[src/rtl/gpde_pkg.sv]
// shared types, constants and helpers for the gamepad report to delta event block
package gpde_pkg;

  // report decoding
  localparam logic [7:0] MIN_STATE_LEN  = 8'd18;
  localparam logic [7:0] MIN_STATUS_LEN = 8'd2;
  localparam logic [7:0] STATUS_CONNECT = 8'd2;
  localparam int         TRIG_SHIFT     = 7;

  // d-pad bit positions in the button mask
  localparam int BIT_DPAD_DOWN  = 10;
  localparam int BIT_DPAD_RIGHT = 11;
  localparam int BIT_DPAD_LEFT  = 12;
  localparam int BIT_DPAD_UP    = 13;

  localparam int NUM_KEYS   = 16;
  localparam int NUM_AXES   = 6;
  localparam int NUM_HATS   = 2;
  localparam int NUM_SLOTS  = NUM_AXES + NUM_HATS;
  localparam int KEY_IDX_W  = $clog2(NUM_KEYS);
  localparam int SLOT_IDX_W = $clog2(NUM_SLOTS);
  localparam int VALUE_W    = 16;

  // report kinds
  localparam logic FUNC_STATE  = 1'b0;
  localparam logic FUNC_STATUS = 1'b1;

  // event kinds
  localparam logic [1:0] EV_KEY  = 2'd0;
  localparam logic [1:0] EV_AXIS = 2'd1;
  localparam logic [1:0] EV_SYNC = 2'd2;

  // axis slot indexes
  localparam logic [SLOT_IDX_W-1:0] AX_X    = 3'd0;
  localparam logic [SLOT_IDX_W-1:0] AX_Y    = 3'd1;
  localparam logic [SLOT_IDX_W-1:0] AX_RX   = 3'd2;
  localparam logic [SLOT_IDX_W-1:0] AX_RY   = 3'd3;
  localparam logic [SLOT_IDX_W-1:0] AX_Z    = 3'd4;
  localparam logic [SLOT_IDX_W-1:0] AX_RZ   = 3'd5;
  localparam logic [SLOT_IDX_W-1:0] AX_HATX = 3'd6;
  localparam logic [SLOT_IDX_W-1:0] AX_HATY = 3'd7;

  typedef struct packed {
    logic               func;
    logic [7:0]         report_len;
    logic [7:0]         status_code;
    logic [31:0]        buttons;
    logic signed [15:0] trigger_left;
    logic signed [15:0] trigger_right;
    logic signed [15:0] left_x;
    logic signed [15:0] left_y;
    logic signed [15:0] right_x;
    logic signed [15:0] right_y;
  } in_item_t;

  typedef struct packed {
    logic [1:0]         event_kind;
    logic [3:0]         event_code;
    logic signed [15:0] event_value;
    logic               last_event;
  } out_item_t;

  typedef enum logic [1:0] {
    ST_IDLE,
    ST_KEYS,
    ST_AXES,
    ST_SYNC
  } state_t;

  // button mask bit for each key in map order
  function automatic logic [4:0] key_bit_pos(input logic [KEY_IDX_W-1:0] idx);
    logic [4:0] pos;
    unique case (idx)
      4'd0:    pos = 5'd0;
      4'd1:    pos = 5'd1;
      4'd2:    pos = 5'd2;
      4'd3:    pos = 5'd3;
      4'd4:    pos = 5'd19;
      4'd5:    pos = 5'd9;
      4'd6:    pos = 5'd14;
      4'd7:    pos = 5'd6;
      4'd8:    pos = 5'd16;
      4'd9:    pos = 5'd15;
      4'd10:   pos = 5'd5;
      4'd11:   pos = 5'd7;
      4'd12:   pos = 5'd17;
      4'd13:   pos = 5'd8;
      4'd14:   pos = 5'd18;
      default: pos = 5'd4;
    endcase
    return pos;
  endfunction

  // stick y: up positive becomes down positive, most negative clamps
  function automatic logic signed [15:0] negate_clamped(input logic signed [15:0] v);
    return (v == 16'sh8000) ? 16'sh7FFF : -v;
  endfunction

  // triggers: negative reads as released, rest scaled to 0..255
  function automatic logic signed [15:0] trigger_scale(input logic signed [15:0] v);
    return v[15] ? 16'sd0 : {{TRIG_SHIFT{1'b0}}, v[15:TRIG_SHIFT]};
  endfunction

  // hat from two opposing bits, positive wins
  function automatic logic signed [15:0] hat_value(input logic pos_bit, input logic neg_bit);
    return pos_bit ? 16'sd1 : (neg_bit ? -16'sd1 : 16'sd0);
  endfunction

endpackage

[src/rtl/gpde_ram.sv]
// generic single-port-write, single-port-read ram with registered read
module gpde_ram #(
  parameter int WIDTH = 16,
  parameter int DEPTH = 8
) (
  input  logic                     clk,
  input  logic                     wr_en,
  input  logic [$clog2(DEPTH)-1:0] wr_addr,
  input  logic [WIDTH-1:0]         wr_data,
  input  logic                     rd_en,
  input  logic [$clog2(DEPTH)-1:0] rd_addr,
  output logic [WIDTH-1:0]         rd_data
);

  logic [WIDTH-1:0] mem [DEPTH];

  always_ff @(posedge clk) begin
    if (wr_en) begin
      mem[wr_addr] <= wr_data;
    end
    if (rd_en) begin
      rd_data <= mem[rd_addr];
    end
  end

endmodule

[src/rtl/gamepad_report_to_delta_events.sv]
// top level: controller reports in, change-only key, axis and sync events out
//
//   channel   handshake            payload     dir
//   -------   ------------------   ---------   ---
//   in        in_valid/in_ready    in_item     in   one parsed report per item
//   out       out_valid/out_ready  out_item    out  one input event per item
//
// a state report is accepted, then scanned: the key scan (one key per cycle
// while the output is not held), the axis and hat slots (one ram entry per
// cycle likewise, the read of the next slot overlapping the compare of the
// current one) and the sync marker. status reports and short reports stay idle.
// rst clears the connected flag, the stored buttons and the slot valid bits;
// an invalid slot reads as zero, so the ram needs no clearing pass.
// a held output stalls the scan only on a cycle that has an event to emit.
module gamepad_report_to_delta_events
  import gpde_pkg::*;
(
  input  logic      clk,
  input  logic      rst,
  input  logic      in_valid,
  output logic      in_ready,
  input  in_item_t  in_item,
  output logic      out_valid,
  input  logic      out_ready,
  output out_item_t out_item
);

  // sequencer state
  state_t                  state, state_next;
  logic [KEY_IDX_W-1:0]    key_idx, key_idx_next;
  logic [SLOT_IDX_W-1:0]   slot_idx, slot_idx_next;
  logic                    emitted, emitted_next;

  // pad state kept in flops
  logic                    connected, connected_next;
  logic [31:0]             prev_buttons, prev_buttons_next;
  logic [NUM_SLOTS-1:0]    slot_valid, slot_valid_next;

  // current report, held for the whole scan
  in_item_t                cur;

  // ram port signals
  logic                    ram_wr_en;
  logic                    ram_rd_en;
  logic [SLOT_IDX_W-1:0]   ram_rd_addr;
  logic [VALUE_W-1:0]      ram_rd_data;

  // event builder
  logic                    out_free;
  logic                    emit;
  out_item_t               emit_item;
  logic                    in_accept;

  logic [31:0]             btn_diff;
  logic [4:0]              key_pos;
  logic                    key_changed;
  logic signed [15:0]      slot_new;
  logic signed [15:0]      slot_old;
  logic                    slot_changed;
  logic                    do_connect;
  logic                    conn_on;

  assign out_free  = !out_valid || out_ready;
  assign in_ready  = (state == ST_IDLE);
  assign in_accept = in_valid && in_ready;

  // state slots live in the ram, one per axis and hat
  gpde_ram #(
    .WIDTH (VALUE_W),
    .DEPTH (NUM_SLOTS)
  ) u_slot_ram (
    .clk     (clk),
    .wr_en   (ram_wr_en),
    .wr_addr (slot_idx),
    .wr_data (slot_new),
    .rd_en   (ram_rd_en),
    .rd_addr (ram_rd_addr),
    .rd_data (ram_rd_data)
  );

  // key under test
  assign btn_diff    = cur.buttons ^ prev_buttons;
  assign key_pos     = key_bit_pos(key_idx);
  assign key_changed = btn_diff[key_pos];

  // fresh value of the slot under test
  always_comb begin
    unique case (slot_idx)
      AX_X:    slot_new = cur.left_x;
      AX_Y:    slot_new = negate_clamped(cur.left_y);
      AX_RX:   slot_new = cur.right_x;
      AX_RY:   slot_new = negate_clamped(cur.right_y);
      AX_Z:    slot_new = trigger_scale(cur.trigger_left);
      AX_RZ:   slot_new = trigger_scale(cur.trigger_right);
      AX_HATX: slot_new = hat_value(cur.buttons[BIT_DPAD_RIGHT], cur.buttons[BIT_DPAD_LEFT]);
      default: slot_new = hat_value(cur.buttons[BIT_DPAD_DOWN], cur.buttons[BIT_DPAD_UP]);
    endcase
  end

  // a slot not written since the last connect reads as zero
  assign slot_old     = slot_valid[slot_idx] ? ram_rd_data : '0;
  assign slot_changed = (slot_new != slot_old);

  // connect handling at accept time
  always_comb begin
    do_connect = 1'b0;
    conn_on    = 1'b0;
    if (in_accept) begin
      if (in_item.func == FUNC_STATUS) begin
        do_connect = (in_item.report_len >= MIN_STATUS_LEN);
        conn_on    = (in_item.status_code == STATUS_CONNECT);
      end else begin
        do_connect = (in_item.report_len >= MIN_STATE_LEN);
        conn_on    = 1'b1;
      end
    end
  end

  always_comb begin
    state_next        = state;
    key_idx_next      = key_idx;
    slot_idx_next     = slot_idx;
    emitted_next      = emitted;
    connected_next    = connected;
    prev_buttons_next = prev_buttons;
    slot_valid_next   = slot_valid;
    ram_wr_en         = 1'b0;
    ram_rd_en         = 1'b0;
    ram_rd_addr       = slot_idx + 1'b1;
    emit              = 1'b0;
    emit_item         = '0;

    unique case (state)
      ST_IDLE: begin
        // prime the read of the first slot
        ram_rd_en   = 1'b1;
        ram_rd_addr = '0;
        if (do_connect) begin
          if (conn_on && !connected) begin
            // fresh connection starts from a blank pad
            connected_next    = 1'b1;
            prev_buttons_next = '0;
            slot_valid_next   = '0;
          end else if (!conn_on) begin
            connected_next = 1'b0;
          end
          if (in_item.func == FUNC_STATE) begin
            state_next    = ST_KEYS;
            key_idx_next  = '0;
            slot_idx_next = '0;
            emitted_next  = 1'b0;
          end
        end
      end

      ST_KEYS: begin
        ram_rd_en   = 1'b1;
        ram_rd_addr = '0;
        if (!key_changed || out_free) begin
          if (key_changed) begin
            emit                  = 1'b1;
            emit_item.event_kind  = EV_KEY;
            emit_item.event_code  = key_idx;
            emit_item.event_value = {15'd0, cur.buttons[key_pos]};
            emitted_next          = 1'b1;
          end
          key_idx_next = key_idx + 1'b1;
          if (key_idx == KEY_IDX_W'(NUM_KEYS - 1)) begin
            state_next = ST_AXES;
          end
        end
      end

      ST_AXES: begin
        // read of the next slot only when this one retires, so rd_data holds
        if (!slot_changed || out_free) begin
          ram_rd_en = 1'b1;
          if (slot_changed) begin
            emit                        = 1'b1;
            emit_item.event_kind        = EV_AXIS;
            emit_item.event_code        = {1'b0, slot_idx};
            emit_item.event_value       = slot_new;
            emitted_next                = 1'b1;
            ram_wr_en                   = 1'b1;
            slot_valid_next[slot_idx]   = 1'b1;
          end
          slot_idx_next = slot_idx + 1'b1;
          if (slot_idx == SLOT_IDX_W'(NUM_SLOTS - 1)) begin
            state_next = ST_SYNC;
          end
        end
      end

      ST_SYNC: begin
        if (!emitted || out_free) begin
          if (emitted) begin
            emit                 = 1'b1;
            emit_item.event_kind = EV_SYNC;
            emit_item.last_event = 1'b1;
          end
          prev_buttons_next = cur.buttons;
          state_next        = ST_IDLE;
        end
      end

      default: begin
        state_next = ST_IDLE;
      end
    endcase
  end

  always_ff @(posedge clk) begin
    if (rst) begin
      state <= ST_IDLE;
    end else begin
      state <= state_next;
    end
  end

  always_ff @(posedge clk) begin
    if (rst) begin
      key_idx      <= '0;
      slot_idx     <= '0;
      emitted      <= 1'b0;
      connected    <= 1'b0;
      prev_buttons <= '0;
      slot_valid   <= '0;
      out_valid    <= 1'b0;
    end else begin
      key_idx      <= key_idx_next;
      slot_idx     <= slot_idx_next;
      emitted      <= emitted_next;
      connected    <= connected_next;
      prev_buttons <= prev_buttons_next;
      slot_valid   <= slot_valid_next;
      if (emit) begin
        out_valid <= 1'b1;
      end else if (out_ready) begin
        out_valid <= 1'b0;
      end
    end
  end

  // payload registers
  always_ff @(posedge clk) begin
    if (in_accept) begin
      cur <= in_item;
    end
    if (emit) begin
      out_item <= emit_item;
    end
  end

endmodule

[config.mk]
export PLATFORM = sky130hd
export DESIGN_NAME = gamepad_report_to_delta_events
export DESIGN_NICKNAME = d
export VERILOG_FILES = /design/src/rtl/gpde_pkg.sv /design/src/rtl/gpde_ram.sv /design/src/rtl/gamepad_report_to_delta_events.sv
export SDC_FILE = /design/constraint.sdc
export NUM_CORES = 1
export LEC_CHECK = 0
export ABC_AREA = 1
export BUFFER_PORTS_ARGS = -buffer_cell sky130_fd_sc_hd__buf_4
export CAP_MARGIN = 20
export CORE_AREA = 5 5 183 150
export CTS_CLUSTER_DIAMETER = 120
export CTS_CLUSTER_SIZE = 16
export DETAILED_ROUTE_END_ITERATION = 10
export DIE_AREA = 0 0 188 155
export GPL_ROUTABILITY_DRIVEN = 1
export PLACE_DENSITY = 0.93
export SLEW_MARGIN = 10
export SYNTH_ARGS = -nofsm -noshare
export SYNTH_HDL_FRONTEND = slang
export SYNTH_SLANG_ARGS = --single-unit
[constraint.sdc]
create_clock -name clk -period 14.8 [get_ports clk]
set_clock_uncertainty 0.05 [all_clocks]
set_input_delay 0.74 -clock clk [delete_from_list [all_inputs] [get_ports clk]]
set_output_delay 0.74 -clock clk [all_outputs]
set_load 0.02 [all_outputs]
# Word level (Yosys, flattened, before mapping)
# Memories as Yosys holds them, arrays and structs flattened. A register that Yosys moved wholly into a read port is not among the register bits.
# Index checks and enable logic that the tools add are counted.
# word_totals
word_cells,166
inputBits,149
ram_bits,128
n_memories,2
output_inout_bits,25
register_bits,203
mem_bits_ro,80
# mem_list
name,depth,word_bits,rd,rd_ports_with_merged_regs,wr,line_no,source
u_slot_ram.mem,8,16,1,1,1,gpde_ram.sv:15,logic [WIDTH-1:0] mem [DEPTH];
(no name shown),16,5,1,1,0,gpde_pkg.sv:73,unique case (idx)
# op_classes
bitwise_logic,2
mux,81
magnitude_cmp,5
n_eq_ne,26
reduce_logical,27
add_sub_neg,4
# op_table
op,count
two-way mux 16 bit,7
case mux 16 bit (7 select lines),1
two-way mux 32 bit,3
case mux 32 bit (2 select lines),1
two-way mux 8 bit,6
two-way mux 21 bit,2
two-way mux 20 bit,2
case mux 20 bit (2 select lines),1
== test 16 bit (second input constant),2
negation 16 bit,2
bitwise XOR 32 bit,1
two-way mux 1 bit,28
two-way mux 4 bit,5
two-way mux 2 bit,9
!= test 16 bit,1
!= test 2 bit (second input constant),8
case mux 8 bit (2 select lines),1
AND reduction 7 bit,2
== test 3 bit (second input constant),4
two-way mux 3 bit,4
AND reduction 4 bit,3
binary-select mux 1 bit (select 5 bit),2
== test 8 x 2 -> 1 bit (second input constant),1
greater-or-equal comparator 8 x 2 -> 1 bit (second input constant),1
other kinds (31),48

# Depth between registers and ports, before layout
# Gate-level depths: netlist of run 1.
# logic_depth
ltp_word,10
ltp_mapped,25
mapped_depth_nobuf,22

# Hierarchy
# A second synthesis of run 1 with hierarchy kept.
# unflattened
hier_cells,1852
area_unflattened_um2,16688.5
# modules_own_cells
module,cells_each,area_each_um2,seq_area_each_um2,instances
gamepad_report_to_delta_events,1265,10538.9,5255.0,1
gpde_ram,587,6149.6,4324.1,1

# Worst setup path before layout of run 1
# OpenSTA, ideal clock, no wires.
# synth_path
path_type,reg-to-reg
from,register state[0]
to,"register, netlist name key_pos[2]"
required_ns,14.637
slack_ns,9.820
setup_ns,0.113
arrival_time_ns,4.817
path_buffers,0
stages_incl_launch_ff,19
period_less_slack_ns,4.980
cell_sequence,dfxtp_1 > inv_1 > ha_1 > nand2_1 > inv_1 > nand2_1 > nand2_1 > o21ai_0 > inv_1 > nand3_1 > nand2_1 > nand2_1 > nand2_1 > inv_1 > ha_1 > nand3_1 > nand2_1 > nand2_1 > nand2_1
# synth_between
elab_chain_cells,7
elab_cells_between_ends,12
cone_classes,4 x eq/ne; 4 x mux; 4 x reduce/logical
# synth_rtl
item,line_no,source
start: declaration,gamepad_report_to_delta_events.sv:29,"state_t state, state_next;"
start signal: assignment,gamepad_report_to_delta_events.sv:216,state <= state_next;
zero test 2 bit,gamepad_report_to_delta_events.sv:64,assign in_ready = (state == ST_IDLE);
via in_ready,gamepad_report_to_delta_events.sv:21,"output logic in_ready,"
logical AND 1 bit,gamepad_report_to_delta_events.sv:65,assign in_accept = in_valid && in_ready;
via in_accept,gamepad_report_to_delta_events.sv:52,logic in_accept;
two-way mux 1 bit,gamepad_report_to_delta_events.sv:108,if (in_accept) begin
!= test 2 x 1 -> 1 bit (no line),-,
AND reduction 4 bit (no line),-,
two-way mux 4 bit (no line) (2 in a row),-,
# The timed path passes the listed nets, and every way through them passes these cells.
# A chain may end at the register's enable or synchronous reset.

# Worst setup path in the final report of run 1
# layout_path
from,register slot_idx[0]
to,"memory u_slot_ram.mem[7][8], enable pin"
# layout_between
elab_cells_between_ends,19
cone_classes,7 x eq/ne; 9 x mux; 3 x reduce/logical
# layout_rtl
item,line_no,source
start: declaration,gamepad_report_to_delta_events.sv:31,"logic [SLOT_IDX_W-1:0] slot_idx, slot_idx_next;"
start signal: assignment,gamepad_report_to_delta_events.sv:231,slot_idx <= slot_idx_next;
== test 3 bit (tied with other cells),gamepad_report_to_delta_events.sv:88,unique case (slot_idx)
case mux 16 bit (7 select lines) *,gamepad_report_to_delta_events.sv:88,
via slot_new[12],gamepad_report_to_delta_events.sv:57,logic signed [15:0] slot_new;
!= test 16 bit *,gamepad_report_to_delta_events.sv:102,assign slot_changed = (slot_new != slot_old);
zero test 1 bit,gamepad_report_to_delta_events.sv:176,if (!slot_changed || out_free) begin
logical OR 1 bit,gamepad_report_to_delta_events.sv:176,
two-way mux 1 bit *,gamepad_report_to_delta_events.sv:176,
two-way mux 1 bit *,gamepad_report_to_delta_events.sv:133,unique case (state)
two-way mux 1 bit *,gpde_ram.sv:18,if (wr_en) begin
two-way mux 1 bit (implied by the code) *,gpde_ram.sv:19,mem[wr_addr] <= wr_data;
end: declaration,gpde_ram.sv:15,
# Mark *: on every way through the listed nets, which the timed path passes. The rest lies on a longest branch. The select of a mux whose other input is x is not followed.

==> flow_metrics.tcl, run 1 <==
set metrics [dict create \
    status "completed" \
    synthCells 1606 \
    p_leak_nw 7.19 \
    slew_violations 0 \
    drive_gt1_share_pct 16.1 \
    critPathArrivalTime_ps 5730 \
    die_w_microns 188 \
    clk_path_buf_depth 3 \
    synth-edff-count 281 \
    post-route-period-util_pct 38.0 \
    synth-seq-area-share_pct 60.1 \
    wl_met1_microns 15800 \
    syn_to_final_growth_pct 13.4 \
    synth_ff_type "edfxtp_1" \
    detail-route-antenna-nets 0 \
    crit_slowest_cell "dfxtp_1" \
    dp_cells 2038 \
    nets 1903 \
    dr_wl_met2_microns 18800 \
    ys_warn_count 0 \
    antenna_found_initial 1 \
    grt_pass1_wl_microns 63400 \
    die_area_sq_um 29100 \
    routed_wl_microns 40100 \
    highest_layer "met5" \
    antenna_cells 0 \
    async_flop_share_pct 0 \
    timing.fmax_mhz 178 \
    globalRouteOverflowTotal 0 \
    synth_area_sq_um 15900 \
    worst_hold_slack_ps 319 \
    syn-num-nets 1774 \
    clkSinkCount 338 \
    tns_ps 0 \
    multiInputGateArea_sq_um 5560 \
    post_cts_hold_buffer_count 0 \
    synthDistinctLibCells 54 \
    synth_top_cell_by_area "edfxtp_1" \
    core_sq_um 25600 \
    ios 174 \
    slew_headroom_pct 23.9 \
    vias 12584 \
    drc_errors 0 \
    postSynthAreaPerCell_sq_um 9.93 \
    rsz0062_at_grt "no" \
    finalNonFillerCells 2083 \
    htreeDepth 1 \
    required_ps 14910 \
    grtUsageTotal_pct 26.9 \
    die_y_microns 155 \
    path_cells "clkinv_1 -> ha_1 -> inv_1 -> nand3_1 -> inv_1 -> nand3_2 -> buf_4 -> nand4_1 -> nand2_1 -> nand2_1 -> inv_1 -> nand2_1 -> nor2_1 -> nand3_2 -> nand2_2 -> inv_4 -> nand2_1 -> nor2_2" \
    met3_wirelength_microns 4140 \
    ys_ff_latch 338 \
    hpwlAfterDp_microns 26800 \
    critPathKind "flop to flop" \
    routed_via_density 6.04 \
    worst_setup_path_end_kind "flop" \
    grt_max_degree 66 \
    cts_resized 0 \
    tightestPinTransition_ps 1140 \
    cts_tree "built" \
    p_per_area_nw_per_um2 195 \
    synth_top_area_share_pct 52.9 \
    fin_crit_ps 5620 \
    regArea_sq_um 9580 \
    cts_buffers 25 \
    post-cts-setup-buffers 0 \
    critical-path-max-stage-delay_ps 960 \
    std_cell_rows 53 \
    synthTopCellsByArea "edfxtp_1 (53%), nand2_1 (8.3%), dfxtp_1 (7.2%)" \
    hold_path_class "primary input to flop" \
    r2r_cells 18 \
    path_clk_slew_ps 80 \
    synth.most_common_cell "nand2_1" \
    hold_viol_final 0 \
    wl_per_cell_microns 19.3 \
    setup_viol 0 \
    holdPathStages 1 \
    crit_fanout 49 \
    fin_util_pct 70.6 \
    drtIter0Drc 1664 \
    gp_congestion 0.927 \
    port_buffers 158 \
    startpoint_type "flop" \
    cts-root-buf "clkbuf_16" \
    grt_pass1_vias 12136 \
    drt_first_pass_iters 6 \
    synth_common_cells "nand2_1 (351), edfxtp_1 (281), nor2_1 (164)" \
    drv_cap 0 \
    ir_worst_vdd_v 0.000120 \
    crit_top_cell "nand2_1" \
    clk_latency_ps 550 \
    start_util_pct 62.3 \
    nFillCells 1707 \
]
[where the power goes]
| group | leakage, nW | switching [W] | total, W | internal [W] |
|---|---|---|---|---|
| registers | 3.08 | 0.000106 | 0.00146 | 0.00135 |
| clock network | 0.338 | 0.000317 | 0.000638 | 0.000321 |
| logic | 3.78 | 0.00101 | 0.00142 | 0.000408 |
[flip-flops by register name (all words and copies together), names as in the netlist]
name,cells
out_valid,1
slot_valid,8
slot_idx,3
out_item,23
cur,114
emitted,1
connected,1
u_slot_ram.rd_data,16
state,2
key_pos,5
prev_buttons,32
u_slot_ram.mem,128
key_idx,4
[critical path, delay by kind of cell (launching register included)]
kind / cells / cell delay (ps)
fa+ha+maj: 1 / 440
simple gates: 11 / 2490
flops: 1 / 960
buf+inv: 6 / 1260
[cell type report]
cell class / instances / share of cell area (%)
clock buffers: 44 / 3.86
multi-input cells: 1058 / 30.8
well taps: 330 / 2.28
repair buffers: 168 / 6.98
inverters: 144 / 3.03
flip-flops and latches: 338 / 53.0
clock inverters: 1 / 0.0900
[cell families (layout without fill, tap and decap cells)]
kind of cell | Yosys count | in the layout | share of synthesized area (%)
xor gates and xnor gates | 35 | 35 | 1.92
and+or+nand+nor | 745 | 745 | 21.2
buffers and inverters | 210 | 357 | 5.38
adders and majority gates | 19 | 19 | 1.49
AOI/OAI and AO/OA | 259 | 259 | 9.92
DFF | 338 | 338 | 60.1
[stage by stage]
step | setup slack [ps] | total power, W | area, sq um
after global placement | 9580 | 0.00277 | 17400
after floorplan | 9820 | 0.00243 | 15900
after CTS | 9310 | 0.00349 | 18100
after detailed placement | 9340 | 0.00285 | 17400
final | 9180 | 0.00352 | 18100
after global routing | 8920 | 0.00371 | 18100
[cells in the final DEF, fill, tap and decap left out, drive strengths merged, types with 2 or more instances in the layout]
master and instances:
a221o 2, nor2 184, o22ai 5, o32ai 18
o21ai 59, edfxtp 281, nand4 34, clkinv 3
or2 18, nor3 10, nand3b 4, a21oi 89
dfxtp 57, o211ai 29, xor2 20, clkbuf 44
o21bai 21, xnor2 15, nand2 362, buf 168
ha 19, nand3 129, a211oi 3, inv 142
a31oi 26
[worst paths after layout]
kind / startpoint / endpoint / slack (ps)
max: slot_idx[0] / u_slot_ram.mem[7][8] / 9180
min: in_item[109] / cur[109] / 320
max reg2reg: slot_idx[0] / u_slot_ram.mem[7][8] / 9180
min reg2reg: slot_valid[3] / slot_valid[3] / 400
[routing by layer]
layer	global-route usage (%)	up-vias
met5	0	-
li1	-	5799
met2	43.8	780
met4	9.26	2
met3	5.09	109
met1	36.9	5894
No activity file was read; power rests on OpenSTA's default activity.
==> run 2: changes to the inputs <==
--- a/config.mk
+++ b/config.mk
@@ -5,16 +5,16 @@
 export SDC_FILE = /design/constraint.sdc
 export NUM_CORES = 1
 export LEC_CHECK = 0
-export ABC_AREA = 1
+export ABC_AREA = 0
 export BUFFER_PORTS_ARGS = -buffer_cell sky130_fd_sc_hd__buf_4
 export CAP_MARGIN = 20
-export CORE_AREA = 5 5 183 150
+export CORE_AREA = 5 5 195 160
 export CTS_CLUSTER_DIAMETER = 120
 export CTS_CLUSTER_SIZE = 16
 export DETAILED_ROUTE_END_ITERATION = 10
-export DIE_AREA = 0 0 188 155
+export DIE_AREA = 0 0 200 165
 export GPL_ROUTABILITY_DRIVEN = 1
-export PLACE_DENSITY = 0.93
+export PLACE_DENSITY = 0.84
 export SLEW_MARGIN = 10
 export SYNTH_ARGS = -nofsm -noshare
 export SYNTH_HDL_FRONTEND = slang
==> constraint.sdc (replaced) <==
create_clock -name clk -period 4.6 [get_ports clk]
set_clock_uncertainty 0.05 [all_clocks]
set_input_delay 0.23 -clock clk [delete_from_list [all_inputs] [get_ports clk]]
set_output_delay 0.23 -clock clk [all_outputs]
set_load 0.02 [all_outputs]
==> run 2 against run 1 <==
  * Register-to-register slack worse by 8900 ps
  * Critical endpoint is now u_slot_ram.mem[6][11]
  * Sequential cell count unchanged
  * Sequential power rose to 2.9 times the previous value
  * Final area up 4.6%
  * Worst setup slack worse by 8900 ps
  * Count of clock-buffer cells in the layout down 1
==> flow_metrics.tcl, run 2 <==
set metrics [dict create \
    crit_fanout 16 \
    pwr-share-clk_pct 23.9 \
    die_area_sq_um 33000 \
    synth.most_common_cell "edfxtp_1" \
    antenna_cells 0 \
    clkSinkCount 338 \
    std_cell_rows 56 \
    drtIter0Drc 1200 \
    die_y_microns 165 \
    ys_warn_count 0 \
    synthCells 1087 \
    post-route-period-util_pct 94.7 \
    p_leak_nw 6.49 \
    rsz0062_at_grt "no" \
    clk_path_buf_depth 3 \
    globalRouteOverflowTotal 0 \
    place_area_sq_um 17000 \
    gp_congestion 0.897 \
    drc_errors 0 \
    grt_max_degree 50 \
    drt_first_pass_iters 5 \
    hold_path_class "primary input to flop" \
    path_clk_slew_ps 70 \
    detail-route-antenna-nets 0 \
    p_int_w 0.00593 \
    synth-edff-count 281 \
    synthDistinctLibCells 82 \
    cts_buffers 25 \
    cts_tree "built" \
    cts-root-buf "clkbuf_16" \
    synth_area_sq_um 15100 \
    top_register "u_slot_ram.mem" \
    synthXorXnorAreaFrac_pct 3.07 \
    synth_common_cells "edfxtp_1 (281), nand2_1 (72), dfxtp_1 (57), nor2_1 (57), mux4_2 (52)" \
    synth_fa_ha_area_share_pct 1.64 \
    multiInputGateArea_sq_um 5270 \
    setup_viol 0 \
    tns_ps 0 \
    p_sw_share_pct 31.3 \
    grtUsageTotal_pct 24.7 \
    hold_viol_final 0 \
    timing.fmax_mhz 229 \
    nFillCells 1903 \
    synthTopCellsByArea "edfxtp_1 (56%), mux4_2 (7.7%), dfxtp_1 (7.5%)" \
    fin_crit_ps 4360 \
    start_util_pct 52.4 \
    synth_top_area_share_pct 55.8 \
    htreeDepth 1 \
    ir_worst_vdd_v 0.000615 \
    drive_gt1_share_pct 24.3 \
    syn_to_final_growth_pct 25.0 \
    switchingPower_w 0.00270 \
    yosys.area_share.simple_pct 11.1 \
    syn-num-nets 1255 \
    top_regs "u_slot_ram.mem: 128 flops, cur: 114 flops, prev_buttons: 32 flops" \
    clk_latency_ps 550 \
    synth_compound_gate_area_share_pct 8.96 \
    ys_ff_latch 338 \
    slew_violations 0 \
    synth_top_family_by_area "simple AND/OR/NAND/NOR gates" \
    yosys-mux-area-fraction_pct 9.60 \
    synth_ff_type "edfxtp_1" \
    postSynthAreaPerCell_sq_um 13.9 \
    holdPathStages 4 \
    critPathArrivalTime_ps 4520 \
    vias 10893 \
    die_w_microns 200 \
    startpoint_type "flop" \
    synth_top_cell_by_area "edfxtp_1" \
    layout_common_cells "edfxtp_1 (281), buf_4 (208), dlygate4sd3_1 (114)" \
    grt_pass1_wl_microns 62600 \
    slew_headroom_pct 39.7 \
    antenna_found_initial 1 \
    status "completed" \
    routed_via_density 6.14 \
    port_buffers 158 \
    synth-seq-area-share_pct 63.3 \
    wl_per_cell_microns 23.0 \
    drv_cap 0 \
    pwr-share-seq_pct 49.3 \
    fin_area_sq_um 18900 \
    hpwlAfterDp_microns 26200 \
    regArea_sq_um 9580 \
    required_ps 4770 \
    tightestPinTransition_ps 905 \
    largest_reg_flops 128 \
    r2r_cells 11 \
    core_sq_um 28900 \
    p_per_area_nw_per_um2 456 \
    grt_pass1_vias 10888 \
    nets 1548 \
    worst_setup_path_end_kind "flop" \
    ios 174 \
    reg2reg_slack_ps 240 \
    final_common_cell "edfxtp_1" \
    critPathKind "flop to flop" \
    async_flop_share_pct 0 \
    routed_wl_microns 40800 \
    pwr-share-comb_pct 26.8 \
]
-- run 2: through the flow --
step           total power (W)  util (%)  setup WS, ps  hold slack [ps]  std cells
6_report               0.00863      65.5           242             37.3       1774
4_1_cts                0.00856      65.3           174             10.0       1774
5_1_grt                0.00898      65.5          17.3             42.1       1774
3_3_place_gp           0.00636      58.9           311              359       1616
2_1_floorplan          0.00559         -          18.9              279       1087
3_5_place_dp           0.00645      58.9           208              359       1616
-- run 2: path summary, 6_finish.rpt --
check	startpoint	end
worst min register to register	prev_buttons[28]	prev_buttons[28]
worst max register to register	cur[5]	u_slot_ram.mem[6][11]
worst min-delay path	in_item[141]	connected
worst max-delay path	cur[5]	u_slot_ram.mem[6][11]
-- run 2: logic make-up after synthesis --
logic type                 after synthesis
DFF                                    338
and+or+nand+nor                        318
AOI/OAI and AO/OA                      189
buffers and inverters                   91
muxes                                   78
xor gates and xnor gates                53
adders and majority gates               20
-- run 2: critical path: stages (launching register included) --
cell and delay, ps:
edfxtp_1 490, or4_1 770, nor4_2 370, mux2i_1 160
or3_4 370, a41o_1 280, a2111oi_4 310, a211oi_2 160
a211oi_4 330, nand2_1 230, nor2_1 190, buf_4 310
-- run 2: cell type report --
cell class | instances | area share, %
Sequential cell | 338 | 50.7
Multi-Input combinational cell | 658 | 27.8
Timing Repair Buffer | 325 | 14.6
Clock buffer | 43 | 3.67
Tap cell | 377 | 2.49
Inverter | 32 | 0.648
Clock inverter | 1 | 0.0860
-- run 2: layer usage --
layer	vias up	part of all wire (%)	GRT usage, %
li1	4819	-	-
met1	5326	39	33.2
met2	637	48	40.3
met3	109	10	6.30
met4	2	3.4	6.70
met5	-	0.032	0
-- run 2: timing repair --
action | 4_1_cts | 5_1_grt
resized for setup | 0 | 8
endpoints found under the setup margin | 0 | 182
setup buffers | 0 | 0
endpoints found under the hold margin | 114 | 0
hold buffers | 114 | 0
-- run 2: power groups by stage --
stage               combinational (W)  sequential [W]  clock [W]
floorplan                     0.00131         0.00428          0
global placement              0.00208         0.00428          0
detailed placement            0.00215         0.00430          0
CTS                           0.00224         0.00424    0.00207
global route                  0.00247         0.00429    0.00221
finish                        0.00231         0.00426    0.00206
